===== src/design/rmsf_pkg.sv =====
// ---------------------------------------------------------------------------
// rmsf_pkg - shared types and constants of the residue mask sieve filter
// Command codes, config register indices and the control bundle passed along
// the residue cell chain.
package rmsf_pkg;

  localparam int NUM_TABLES   = 8;
  localparam int RESIDUE_SPAN = 32;

  localparam logic [1:0] CMD_WR_PRIME = 2'd0;
  localparam logic [1:0] CMD_WR_ENTRY = 2'd1;
  localparam logic [1:0] CMD_TEST     = 2'd2;
  localparam logic [1:0] CMD_RSVD     = 2'd3;

  localparam logic [1:0] CFG_GROUP  = 2'd0;
  localparam logic [1:0] CFG_CURVE  = 2'd1;
  localparam logic [1:0] CFG_TABLES = 2'd2;
  localparam logic [1:0] CFG_RSVD   = 2'd3;

  // control bundle shifted down the cell chain with the operand bits
  typedef struct packed {
    logic load;   // first cycle: clear the remainders
    logic shift;  // one dividend bit enters each cell
  } cell_ctrl_t;

endpackage


===== src/design/rmsf_cell.sv =====
// ---------------------------------------------------------------------------
// rmsf_cell - one residue cell
// Holds the running remainder of the magnitude and of the denominator by a
// single prime, one dividend bit per cycle while shift is set, MSB first.
// Bits pass on to the next cell through a register.
// ---------------------------------------------------------------------------
module rmsf_cell (
  input  logic                clk,
  input  logic [4:0]          prime,
  input  rmsf_pkg::cell_ctrl_t ctrl_in,
  input  logic                mag_bit_in,
  input  logic                den_bit_in,
  output rmsf_pkg::cell_ctrl_t ctrl_out,
  output logic                mag_bit_out,
  output logic                den_bit_out,
  output logic [4:0]          rem_mag,
  output logic [4:0]          rem_den
);

  logic [4:0] mag_base;
  logic [4:0] den_base;
  logic [5:0] mag_next;
  logic [5:0] den_next;

  // the load beat restarts from zero but still takes the bit on the wire
  always_comb begin
    mag_base = ctrl_in.load ? 5'd0 : rem_mag;
    den_base = ctrl_in.load ? 5'd0 : rem_den;
    mag_next = {mag_base, mag_bit_in};
    den_next = {den_base, den_bit_in};
    if (prime != 5'd0 && mag_next >= {1'b0, prime}) mag_next = mag_next - {1'b0, prime};
    if (prime != 5'd0 && den_next >= {1'b0, prime}) den_next = den_next - {1'b0, prime};
  end

  always_ff @(posedge clk) begin
    ctrl_out    <= ctrl_in;
    mag_bit_out <= mag_bit_in;
    den_bit_out <= den_bit_in;
    if (ctrl_in.shift) begin
      rem_mag <= mag_next[4:0];
      rem_den <= den_next[4:0];
    end else if (ctrl_in.load) begin
      rem_mag <= 5'd0;
      rem_den <= 5'd0;
    end
  end

endmodule


===== config.mk =====
export PLATFORM = sky130hd
export DESIGN_NAME = rmsf_cell
export DESIGN_NICKNAME = d
export VERILOG_FILES = /design/src/design/rmsf_pkg.sv /design/src/design/rmsf_cell.sv
export SDC_FILE = /design/constraint.sdc
export NUM_CORES = 1
export LEC_CHECK = 0
export BUFFER_PORTS_ARGS = -buffer_cell sky130_fd_sc_hd__buf_4
export CAP_MARGIN = 20
export CORE_MARGIN = 3
export CORE_UTILIZATION = 50
export CTS_CLUSTER_SIZE = 40
export DETAILED_ROUTE_END_ITERATION = 8
export GPL_TIMING_DRIVEN = 0
export PLACE_DENSITY_LB_ADDON = 0.3
export SYNTH_ARGS = -nofsm -noshare
export SYNTH_HDL_FRONTEND = slang
export SYNTH_SLANG_ARGS = --single-unit

===== constraint.sdc =====
create_clock -name clk -period 6.2 [get_ports clk]
set_input_delay 0.62 -clock clk [delete_from_list [all_inputs] [get_ports clk]]
set_output_delay 0.62 -clock clk [all_outputs]
set_load 0.1 [all_outputs]

Yosys cells after proc, flatten, opt, wreduce, memory -nomap -nowiden --
Index checks and enable logic that the tools add are counted.
Storage, ports and cells: register bits after elaboration 14, output and inout port bits 14
Cells by class: add/sub/neg operators 2, order comparisons 2, mux-type cells 6, reduce and logical (&&, ||, !) cells 3
Operators with widths (number):
- 5-bit 2-to-1 mux | 6
- 6-bit by 5-bit >= comparator with 1-bit output | 2
- 5-bit subtractor | 2
- 5-bit nonzero test | 1
- 1-bit logical AND | 2

Longest topological paths before layout --
depth after elaboration 5, depth in mapped cells 10, mapped depth without buffers 9

Least setup slack after synthesis --
OpenSTA, ideal clock, no wires.
kind flip-flop to flip-flop, start register rem_mag[0], end register rem_mag[0], setup time 119 ps, data arrival time 2501 ps, required time 6081 ps, slack 3580 ps, cell stages (with the launch flop) 9, path through dfxtp_1 > nand2_1 > inv_1 > ha_1 > a21bo_2 > a221oi_4 > and2_4 > nand2_1 > o221a_1
Between the ends: cells in the longest elaborated chain, start to end 5
RTL lines:
- start, declared | RTL line rmsf_cell.sv:16 | output logic [4:0] rem_mag,
- start signal, assigned | RTL line rmsf_cell.sv:40 | rem_mag <= mag_next[4:0];
- 5-bit 2-to-1 mux (*)
- 6-bit by 5-bit >= comparator with 1-bit output | RTL line rmsf_cell.sv:31 | if (prime != 5'd0 && mag_next >= {1'b0, prime}) mag_next = mag_next - {1'b0, prime};
- 1-bit logical AND | RTL line rmsf_cell.sv:31
- 5-bit 2-to-1 mux | RTL line rmsf_cell.sv:31
- 5-bit 2-to-1 mux (*) | RTL line rmsf_cell.sv:39 | if (ctrl_in.shift) begin
Mark *: on every way between the ends. The rest lies on a longest branch, timed or not.

Final worst setup path --
start input ctrl_in[1] in the netlist's numbering, end register rem_mag[0]
Between the ends: cells in the longest elaborated chain, start to end 5
RTL lines:
- start, declared | RTL line rmsf_cell.sv:10 | input rmsf_pkg::cell_ctrl_t ctrl_in,
- 5-bit 2-to-1 mux (*)
- 6-bit by 5-bit >= comparator with 1-bit output | RTL line rmsf_cell.sv:31
- 1-bit logical AND | RTL line rmsf_cell.sv:31
- 5-bit 2-to-1 mux | RTL line rmsf_cell.sv:31
- 5-bit 2-to-1 mux (*) | RTL line rmsf_cell.sv:39
Marked as above.

==> results_dict.tcl <==
set metrics [dict create \
    holdWs_ps 433 \
    root_buffer "clkbuf_4" \
    cp.arrival_ps 2630 \
    max_freq_mhz 411 \
    die_y_um 54.3 \
    ys_warn_count 0 \
    critPathBufInv 4 \
    clockPowerShare_pct 17.0 \
    clockBufferDepth 2 \
    hold_viol_final 0 \
    fin_ws_ps 3760 \
    end_kind "register" \
    use_met3_pct 6.27 \
    setup_violations 0 \
    rsz0062_at_grt "no" \
    vias 1097 \
    n_antenna_cell 0 \
    drtIter0Drc 22 \
    power_frac_comb_pct 55.8 \
    start_kind "input port" \
    die_w_um 54.3 \
    critPathKind "input port to register" \
    dr.pass1.iters 4 \
    io_pins 24 \
    wirelength_um 2770 \
    grt_start_max_net_pins 11 \
    drv_cap 0 \
    outcome "finished clean" \
    tritoncts "done" \
    final_cells 193 \
    initial_core_util_pct 56.0 \
    grt_usage_pct 22.1 \
    ys_ff_latch 14 \
    max_slew_margin_pct 61.5 \
    busiest_layer "met2" \
    p_leak_nw 0.697 \
    portBuffers 23 \
    core_area_um2 2080 \
    seqPwrFrac_pct 27.2 \
    crit_required_ps 6400 \
    syn_inst 139 \
    slowest_stage "a221oi_4" \
    swShare_pct 48.9 \
    insertion_delay_ps 290 \
    drv_slew 0 \
    synth.distinct_cells 31 \
    cts-resized-gates 0 \
    tightest_slew_ps 577 \
    placedCellCount 189 \
    ant_nets 0 \
    ys_seq_area_share_pct 24.0 \
    use_met1_pct 25.3 \
    hpwlAfterDp_um 2150 \
    drcViolationCount 0 \
    syn-cell-area_um2 1170 \
    overflow 0 \
    nets 189 \
    slowest_delay_ps 290 \
    clkTransAtPathRegs_ps 100 \
    layout-drive-gt1-share_pct 22.9 \
    skew_ps 2.18 \
    post-route-min-period_ps 2440 \
    p_per_area_nw_per_um2 295 \
    postCtsSetupRepairBufs 0 \
    dieArea_um2 2950 \
    avgViaCountPerCell 5.68 \
    vdd.ir_drop.worst_v 0.000230 \
    cp_max_fo 10 \
    gp_congestion 0.864 \
    min-delay-path-class "input port to register" \
    p_switching_mw 0.203 \
    power.internal_mw 0.212 \
    crit_chain "buf_4 -> buf_4 -> inv_2 -> nand2_1 -> inv_1 -> ha_1 -> a21bo_2 -> a221oi_4 -> and2_4 -> nand2_1 -> o221a_1" \
    antenna_found_initial 0 \
    synth_edf_count 0 \
    grt_use_met2_pct 38.0 \
    synthFlopType "dfxtp_1" \
    cts.hold.buffers_added 0 \
    path_delay_family "compound AO/OA/AOI/OAI gates" \
    period_share_pct 39.3 \
    fin_setup_tns_ps 0 \
    async_flop_share_pct 0 \
    cts_buffers 3 \
    grt_pass1_vias 1076 \
    syn_nets 161 \
    h-tree-depth 1 \
    grt_pass1_wl_um 4640 \
    n_fill_cell 189 \
    syn_area_per_cell_um2 8.39 \
    cts.sink_count 14 \
    area_growth_syn_to_layout_pct 20.8 \
    row_count 16 \
    dp_slack_ps 3480 \
    wl_per_cell_um 14.4 \
]
## final timing paths
path / start / to / slack (ps) / cells after the start
hold reg to reg: rem_den[2]$_DFF_P_ / rem_den[2]$_DFF_P_ / 570 / 1
setup reg to reg: rem_mag[0]$_DFF_P_ / rem_mag[0]$_DFF_P_ / 4180 / 8
hold / removal: ctrl_in[1] / ctrl_out[1]$_DFF_P_ / 430 / 1
setup / recovery: ctrl_in[1] / rem_mag[0]$_DFF_P_ / 3760 / 11
## sequential cells by signal, indices dropped and copies added (netlist names)
| register | count |
|---|---|
| den_bit_out | 1 |
| rem_den | 5 |
| mag_bit_out | 1 |
| ctrl_out | 2 |
| rem_mag | 5 |
## metrics by stage
stage	utilization (%)	power [mW]	instance area [um2]
2_1_floorplan	-	0.300	1170
3_3_place_gp	65.9	0.341	1370
3_5_place_dp	65.9	0.346	1370
4_1_cts	67.7	0.416	1410
5_1_grt	67.7	0.440	1410
6_report	67.7	0.416	1410
## worst reg2reg max path: stages (launching register included)
cell and delay, ps:
dfxtp_1 330, nand2_1 190, inv_1 80, ha_1 290
a21bo_2 230, a221oi_4 290, and2_4 240, nand2_1 60
o221a_1 230
## Yosys cell counts (3+ instances only)
cell      count  area share, %
inv_1        18            5.8
nand2_1      15            4.8
dfxtp_1      14             24
ha_1         10             11
a31oi_1       8            4.3
nor2_1        8            2.6
o22ai_1       8            4.3
a21o_1        6            3.9
a21oi_1       6            2.6
xor2_1        6            4.5
and2_1        3            1.6
clkbuf_1      3           0.97
## power by group through the flow
| stage | Combinational [mW] | Clock (mW) | Sequential [mW] |
|---|---|---|---|
| final | 0.232 | 0.0708 | 0.113 |
| after global routing | 0.247 | 0.0777 | 0.115 |
| after CTS | 0.232 | 0.0711 | 0.113 |
| after detailed placement | 0.230 | 0 | 0.115 |
| after global placement | 0.226 | 0 | 0.115 |
| after floorplan | 0.0942 | 0 | 0.206 |
## final cells by class
class                           count  area [um2]  share of cell area [%]
Buffer                              5        33.8                    2.40
Clock buffer                        4        36.3                    2.58
Inverter                           19        71.3                    5.06
Multi-Input combinational cell    101         781                    55.4
Sequential cell                    14         280                    19.9
Tap cell                           27        33.8                    2.40
Timing Repair Buffer               23         173                    12.3
## kinds of logic after synthesis
family | share of synthesized area, %
adders and majority gates | 14.2
buffers and inverters | 9.01
and+or+nand+nor | 18.5
muxes | 1.72
AOI/OAI and AO/OA | 28.1
DFF | 24.0
xor gates and xnor gates | 4.51
## cell usage in the layout (no fill, tap or decap), types with 3 or more instances in the layout
master,netlist,layout
a21o_1,6,6
nand2_1,15,15
xor2_1,6,6
clkbuf_1,3,3
o22ai_1,8,8
inv_1,18,18
nor2_1,8,8
dfxtp_1,14,14
a21oi_1,6,6
buf_4,1,24
ha_1,10,10
clkbuf_4,0,3
and2_1,3,3
a31oi_1,8,8
## per-layer routing
layer,wire (um),share of wire [%],vias up
li1,-,-,550
met1,1240,45,511
met2,1370,49,31
met3,141,5.1,5
met4,27,0.97,0
met5,0,0,-
Power figures use the tool's default switching activity.
