<file path="src/design/rmsf_gcd.sv">
// ---------------------------------------------------------------------------
// rmsf_gcd - binary gcd unit
// Stein's algorithm, one step per cycle; flags whether the pair is coprime.
// ---------------------------------------------------------------------------
module rmsf_gcd (
  input  logic        clk,
  input  logic        rst,
  input  logic        go,
  input  logic [31:0] a_in,
  input  logic [30:0] b_in,
  output logic        done,
  output logic        coprime
);

  logic [31:0] a;
  logic [31:0] b;
  logic        both_even;
  logic        running;

  always_ff @(posedge clk) begin
    if (rst) begin
      running <= 1'b0;
      done    <= 1'b0;
    end else begin
      done <= 1'b0;
      if (go) begin
        a         <= a_in;
        b         <= {1'b0, b_in};
        both_even <= 1'b0;
        running   <= 1'b1;
      end else if (running) begin
        if (a == 32'd0 || b == 32'd0) begin
          running <= 1'b0;
          done    <= 1'b1;
          coprime <= !both_even && ((a | b) == 32'd1);
        end else if (!a[0] && !b[0]) begin
          both_even <= 1'b1;
          a <= a >> 1;
          b <= b >> 1;
        end else if (!a[0]) begin
          a <= a >> 1;
        end else if (!b[0]) begin
          b <= b >> 1;
        end else if (a >= b) begin
          a <= (a - b) >> 1;
        end else begin
          b <= (b - a) >> 1;
        end
      end
    end
  end

endmodule

</file>
<file path="config.mk">
export PLATFORM = sky130hd
export DESIGN_NAME = rmsf_gcd
export DESIGN_NICKNAME = d
export VERILOG_FILES = /design/src/design/rmsf_gcd.sv
export SDC_FILE = /design/constraint.sdc
export NUM_CORES = 1
export LEC_CHECK = 0
export BUFFER_PORTS_ARGS = -buffer_cell sky130_fd_sc_hd__buf_4
export CORE_ASPECT_RATIO = 0.6
export CORE_UTILIZATION = 55
export CTS_CLUSTER_SIZE = 16
export DETAILED_ROUTE_END_ITERATION = 8
export GPL_ROUTABILITY_DRIVEN = 0
export PLACE_DENSITY = 0.83
export SYNTH_ARGS = -nofsm -noshare
export SYNTH_HDL_FRONTEND = slang
export SYNTH_SLANG_ARGS = --single-unit
</file>
<file path="constraint.sdc">
create_clock -name clk -period 7.14 [get_ports clk]
set_input_delay 0.357 -clock clk [delete_from_list [all_inputs] [get_ports clk]]
set_output_delay 0.357 -clock clk [all_outputs]
set_load 0.05 [all_outputs]
</file>
# [After elaboration in Yosys (flattened, before gate mapping)]
# Index checks and enable logic that the tools add are counted.
[op_classes] n_reduce_logical=18 muxes=21 order_cmp=1 bitwise_logic=4 eq_ne=5 n_addsub=2
[op_table] operator="two-way mux 32 bit" n=13
[op_table] operator="logical NOT 32 bit" n=2
[op_table] operator="subtractor 32 bit" n=2
[op_table] operator="== test 32 x 1 -> 1 bit, second input constant" n=1
[op_table] operator=">= comparator 32 bit" n=1
[op_table] operator="OR 32 bit" n=1
[op_table] operator="two-way mux 31 bit" n=1
[op_table] operator="AND reduction 4 bit" n=3
[op_table] operator="AND reduction 5 bit" n=2
[op_table] operator="!= test 4 x 1 -> 1 bit, second input constant" n=2
[op_table] operator="two-way mux 1 bit" n=7
[op_table] operator="!= test 4 bit, second input constant" n=1
[op_table] operator="nonzero test 2 bit" n=2
[op_table] operator="logical NOT 1 bit" n=3
[op_table] operator="inverter 1 bit" n=3
[op_table] operator="AND reduction 3 bit" n=1
[op_table] operator="nonzero test 3 bit" n=1
[op_table] operator="OR reduction 3 bit" n=1
[op_table] operator="logical AND 1 bit" n=2
[op_table] operator="!= test 2 bit, second input constant" n=1
[op_table] operator="logical OR 1 bit" n=1
[totals] in_bits=66 reg_bits=68 wordCells=60 out_inout_bits=2

# [Longest topological paths before layout]
[logic_depth] ltp_word=8 ltp_mapped=13 mapped_depth_nobuf=12

# [Worst setup path after synthesis]
# Ideal clock, no wire load.
[synth_path] path_kind="flip-flop to flip-flop" start="reg a[23]" end="reg b[10] (enable)" period_less_slack_ns=4.711 t_required_ns=6.677 path_slack_ns=2.429 path_stages_with_launch=12 arrival_time_ns=4.247 setup_ns=0.463 path_buffers=2 path_cell_list="edfxtp_1 > inv_1 > ha_1 > buf_2 > inv_2 > a21oi_2 > nand2_1 > o211a_1 > a311oi_2 > a21oi_2 > buf_6 > a21boi_0"
[synth_between] elab_chain_cells=4 elab_cells_between_ends=6 cone_classes="1 x order compare; 2 x eq/ne; 3 x reduce/logical"
[synth_lines] element="start, declared" line="15" rtl="logic [31:0] a;"
[synth_lines] element="start signal, assigned" line="27" rtl="a <= a_in;"
[synth_lines] element="start signal, assigned" line="38" rtl="a <= a >> 1;"
[synth_lines] element="start signal, assigned" line="41" rtl="a <= a >> 1;"
[synth_lines] element="branches (longest 3 deep; another with >= comparator 32 bit)"
[synth_lines] element="AND reduction 5 bit (no source line) (*)"
[synth_lines] element="end signal, assigned" line="28" rtl="b <= {1'b0, b_in};"
[synth_lines] element="end signal, assigned" line="39" rtl="b <= b >> 1;"
[synth_lines] element="end signal, assigned" line="43" rtl="b <= b >> 1;"
[synth_lines] element="end, declared" line="16" rtl="logic [31:0] b;"
# Mark *: on every way between the ends.
# A chain may end at the register's enable or synchronous reset.

# [Worst setup path after layout]
[layout_path] start="reg a[0]" end="reg a[17] (enable)"
[layout_between] elab_chain_cells=4 elab_cells_between_ends=9 cone_classes="1 x order compare; 3 x eq/ne; 5 x reduce/logical"
[layout_lines] element="branches (longest 3 deep; another with >= comparator 32 bit)"
[layout_lines] element="AND reduction 5 bit (no source line) (*)"
# Marked as above.

==> summary.md <==
| Metric | Value |
|---|---|
| Worst r2r dst | `a[17]$_DFFE_PP_` |
| Hold Fails Final Rpt | `0` |
| Final min period | `between 4 and 5 ns` |
| Post-synth top area cell | `edfxtp_1` |
| Slew Viols, Final | `0` |
| WHS Path Cells | `2` |
| Wire per inst | `~23 um` |
| Worst-path clk slew | `0.06 ns` |
| Area Overhead vs Synth | `11.2%` |
| Mapped cell area | `0.00806 sq mm` |
| Clock skew | `0.0123 ns` |
| Synth Flop Type | `edfxtp_1` |
| Die area | `0.0152 sq mm` |
| DR DRC count | `0` |
| First-pass GRT wire length | `43.0 mm` |
| Maximum number of pins on one net before global-route repair | `93` |
| Post-synthesis cell type count | `86` |
| Min-Delay Endpoint | `running$_SDFF_PP0_` |
| Setup CP Type | `reg -> reg` |
| Routed WL | `approximately 28 mm` |
| Synthesized netlist cell count | `964` |
| Max Buffers Root-to-Sink | `2` |
| Async set or reset register ratio after synthesis | `0%` |
| Peak VDD IR | `0.000113 V` |
| Most frequent cells in the layout | `inv_1 (124), a21oi_1 (97), ha_1 (94), buf_4 (73), nor2_1 (70)` |
| DR vias/cell | `6.83` |
| Antenna-violating nets left | `0` |
| Critical-path maximum fanout | `18` |
| Most common cell after layout, fill and taps aside | `inv_1` |
| Setup-failing EPs final | `0` |
| TNS Setup | `0 ns` |
| Post-synth EDFFs | `65` |
| Critical Path End Type | `flop` |
| Fmax | `between 200 and 250 MHz` |
| #FFs+latches synth | `67` |
| CP Data Required Time | `7.16 ns` |
| Hold_buf cts | `0` |
| Total I/O pin count | `68` |
| Mapped Nets | `roughly 1,100` |
| Root Driver | `clkbuf_16` |
| Total power | `~0.0018 W` |
| RSZ-0062 raised after global routing | `no` |
| CTS tree | `done` |
| Core area | `0.0140 sq mm` |
| Post_cts resized | `0` |
| Die Ht | `95.8 um` |
| Cell leakage power | `~3.8 nW` |
| Placed cells | `1,184` |
| Syn_area_per_cell | `8.36 sq um` |
| Count of maximum capacitance violations | `0` |
| Yosys top cell area share | `24.2%` |
| Hold Path Origin | `rst` |
| Layout cell share with drive strength beyond 1 | `between 10 and 15%` |
| Tcrit/Tclk final | `59.5%` |
| R2r worst-path depth | `12` |
| Post-Layout Cell Count | `1,201` |
| Cts bufs inserted | `9` |
| Post-CTS Setup Bufs | `0` |
| Layout Nets | `1,165` |
| Starting Density | `57.8%` |
| Status | `finished clean` |
| Total global-route track usage | `between 30% and 40%` |
| Critical path arrival | `4.27 ns` |
| Dpl hpwl | `21.1 mm` |
| CTS Sinks | `67` |
| Port Buffers | `67` |
| Max-slew headroom | `16.5%` |
| Total gr overflow | `0` |
| Hold Path Class | `in -> reg` |
| Post-synthesis sequential area ratio | `24.7%` |
| Die Wd | `158 um` |
| Slew @ Worst Pin | `1.24 ns` |
| Initial antenna violation count | `1` |
| Pwr/cell area | `206 mW/mm^2` |
| Clock Latency Late Sink | `0.35 ns` |
| Flop2flop setup slack | `2.89 ns` |
| # rows | `33` |
| Largest cells by area after synthesis | `edfxtp_1 (24%), ha_1 (15%), a21oi_1 (6.0%)` |
| Startpoint types | `flop` |
| H-tree Lvls | `3` |
| Vias in the first global route | `7,466` |
| WHS | `0.195 ns` |
| First-pass iteration count of the detailed router | `7` |
| Vias | `8,198` |
| DRC marker count from the first detailed-route iteration | `1,504` |
| Yosys Warn Count | `0` |
| RR Startpoint | `a[0]$_DFFE_PP_` |
[through the flow]
stage,util (%),worst slack [ns],instance area [sq um]
after floorplan,-,2.43,8060
after global placement,61.8,3.16,8620
after detailed placement,61.8,3.02,8620
after CTS,64.2,2.98,8960
after global routing,64.2,2.75,8960
final,64.2,2.89,8960
[sequential cells by signal, indices dropped and copies added, names as in the netlist]
signal / count
done: 1
b: 31
running: 1
coprime: 1
a: 32
both_even: 1
[worst max path at each step]
stage	endpoint	slack, ns	cells after the start	start
after global placement	a[18]$_DFFE_PP_	3.16	12	a[0]$_DFFE_PP_
after detailed placement	a[17]$_DFFE_PP_	3.02	12	a[0]$_DFFE_PP_
after global routing	a[17]$_DFFE_PP_	2.75	12	a[0]$_DFFE_PP_
final	a[17]$_DFFE_PP_	2.89	12	a[0]$_DFFE_PP_
after CTS	a[16]$_DFFE_PP_	2.98	12	a[0]$_DFFE_PP_
after floorplan	b[10]$_DFFE_PP_	2.43	11	a[23]$_DFFE_PP_
[layer usage]
metal | wire [um] | up-vias | global-route usage [%] | share of wire [%]
met3 | 5330 | 129 | 17.2 | 19
li1 | - | 3561 | - | -
met5 | 0 | - | 0 | 0
met4 | 891 | 0 | 11.1 | 3.2
met1 | 11400 | 3798 | 53.4 | 41
met2 | 10500 | 710 | 51.8 | 37
[report_power, final]
| group | internal (W) | switching (W) |
|---|---|---|
| Sequential | 0.000477 | 0.0000487 |
| Combinational | 0.000285 | 0.000510 |
| Clock | 0.000327 | 0.000201 |
| Total | 0.00109 | 0.000759 |
[area by class of cell]
cell class | instances | area, sq um
inverters | 133 | 499
fillers | 1179 | 4990
well taps | 192 | 240
repair buffers | 73 | 548
diodes | 1 | 2.50
multi-input cells | 719 | 5350
clock inverters | 5 | 85.1
flip-flops and latches | 67 | 1990
clock buffers | 11 | 253
[worst max-delay path, stage by stage (launching register included)]
cell,delay (ns)
edfxtp_1,0.50
inv_1,0.11
ha_1,0.25
fa_1,0.41
o21bai_1,0.14
a21oi_1,0.17
nor3_2,0.26
nor2_1,0.12
o211a_1,0.32
a21o_4,0.31
a21oi_1,0.16
o31a_1,0.72
buf_4,0.43
[cell families (layout without fill, tap and decap cells)]
| kind of cell | after synthesis | count (layout) | synth area share [%] |
|---|---|---|---|
| multiplexers | 1 | 1 | 0.124 |
| XOR/XNOR | 55 | 55 | 5.98 |
| adder cells (fa/ha/maj) | 96 | 96 | 15.1 |
| other | 0 | 1 | 0 |
| buffers and inverters | 178 | 222 | 9.13 |
| flip-flops | 67 | 67 | 24.7 |
| AND/OR/NAND/NOR | 259 | 259 | 16.6 |
| AO/OA/AOI/OAI | 308 | 308 | 28.4 |
[synth_stat cells, drive strengths merged, types with 5 or more instances]
master and count:
a211oi 13, a21o 9, a21oi 100, a221oi 35, a22oi 9, buf 22
clkbuf 23, edfxtp 65, ha 94, inv 130, nand2 62, nand2b 10
nand3 14, nand4 14, nor2 74, nor2b 12, nor3 20, nor4 28
o211ai 8, o21a 9, o21ai 55, o21bai 14, o221ai 6, o311ai 9
o31ai 9, or2 5, or4 5, xnor2 51
Power figures use the tool's default switching activity.
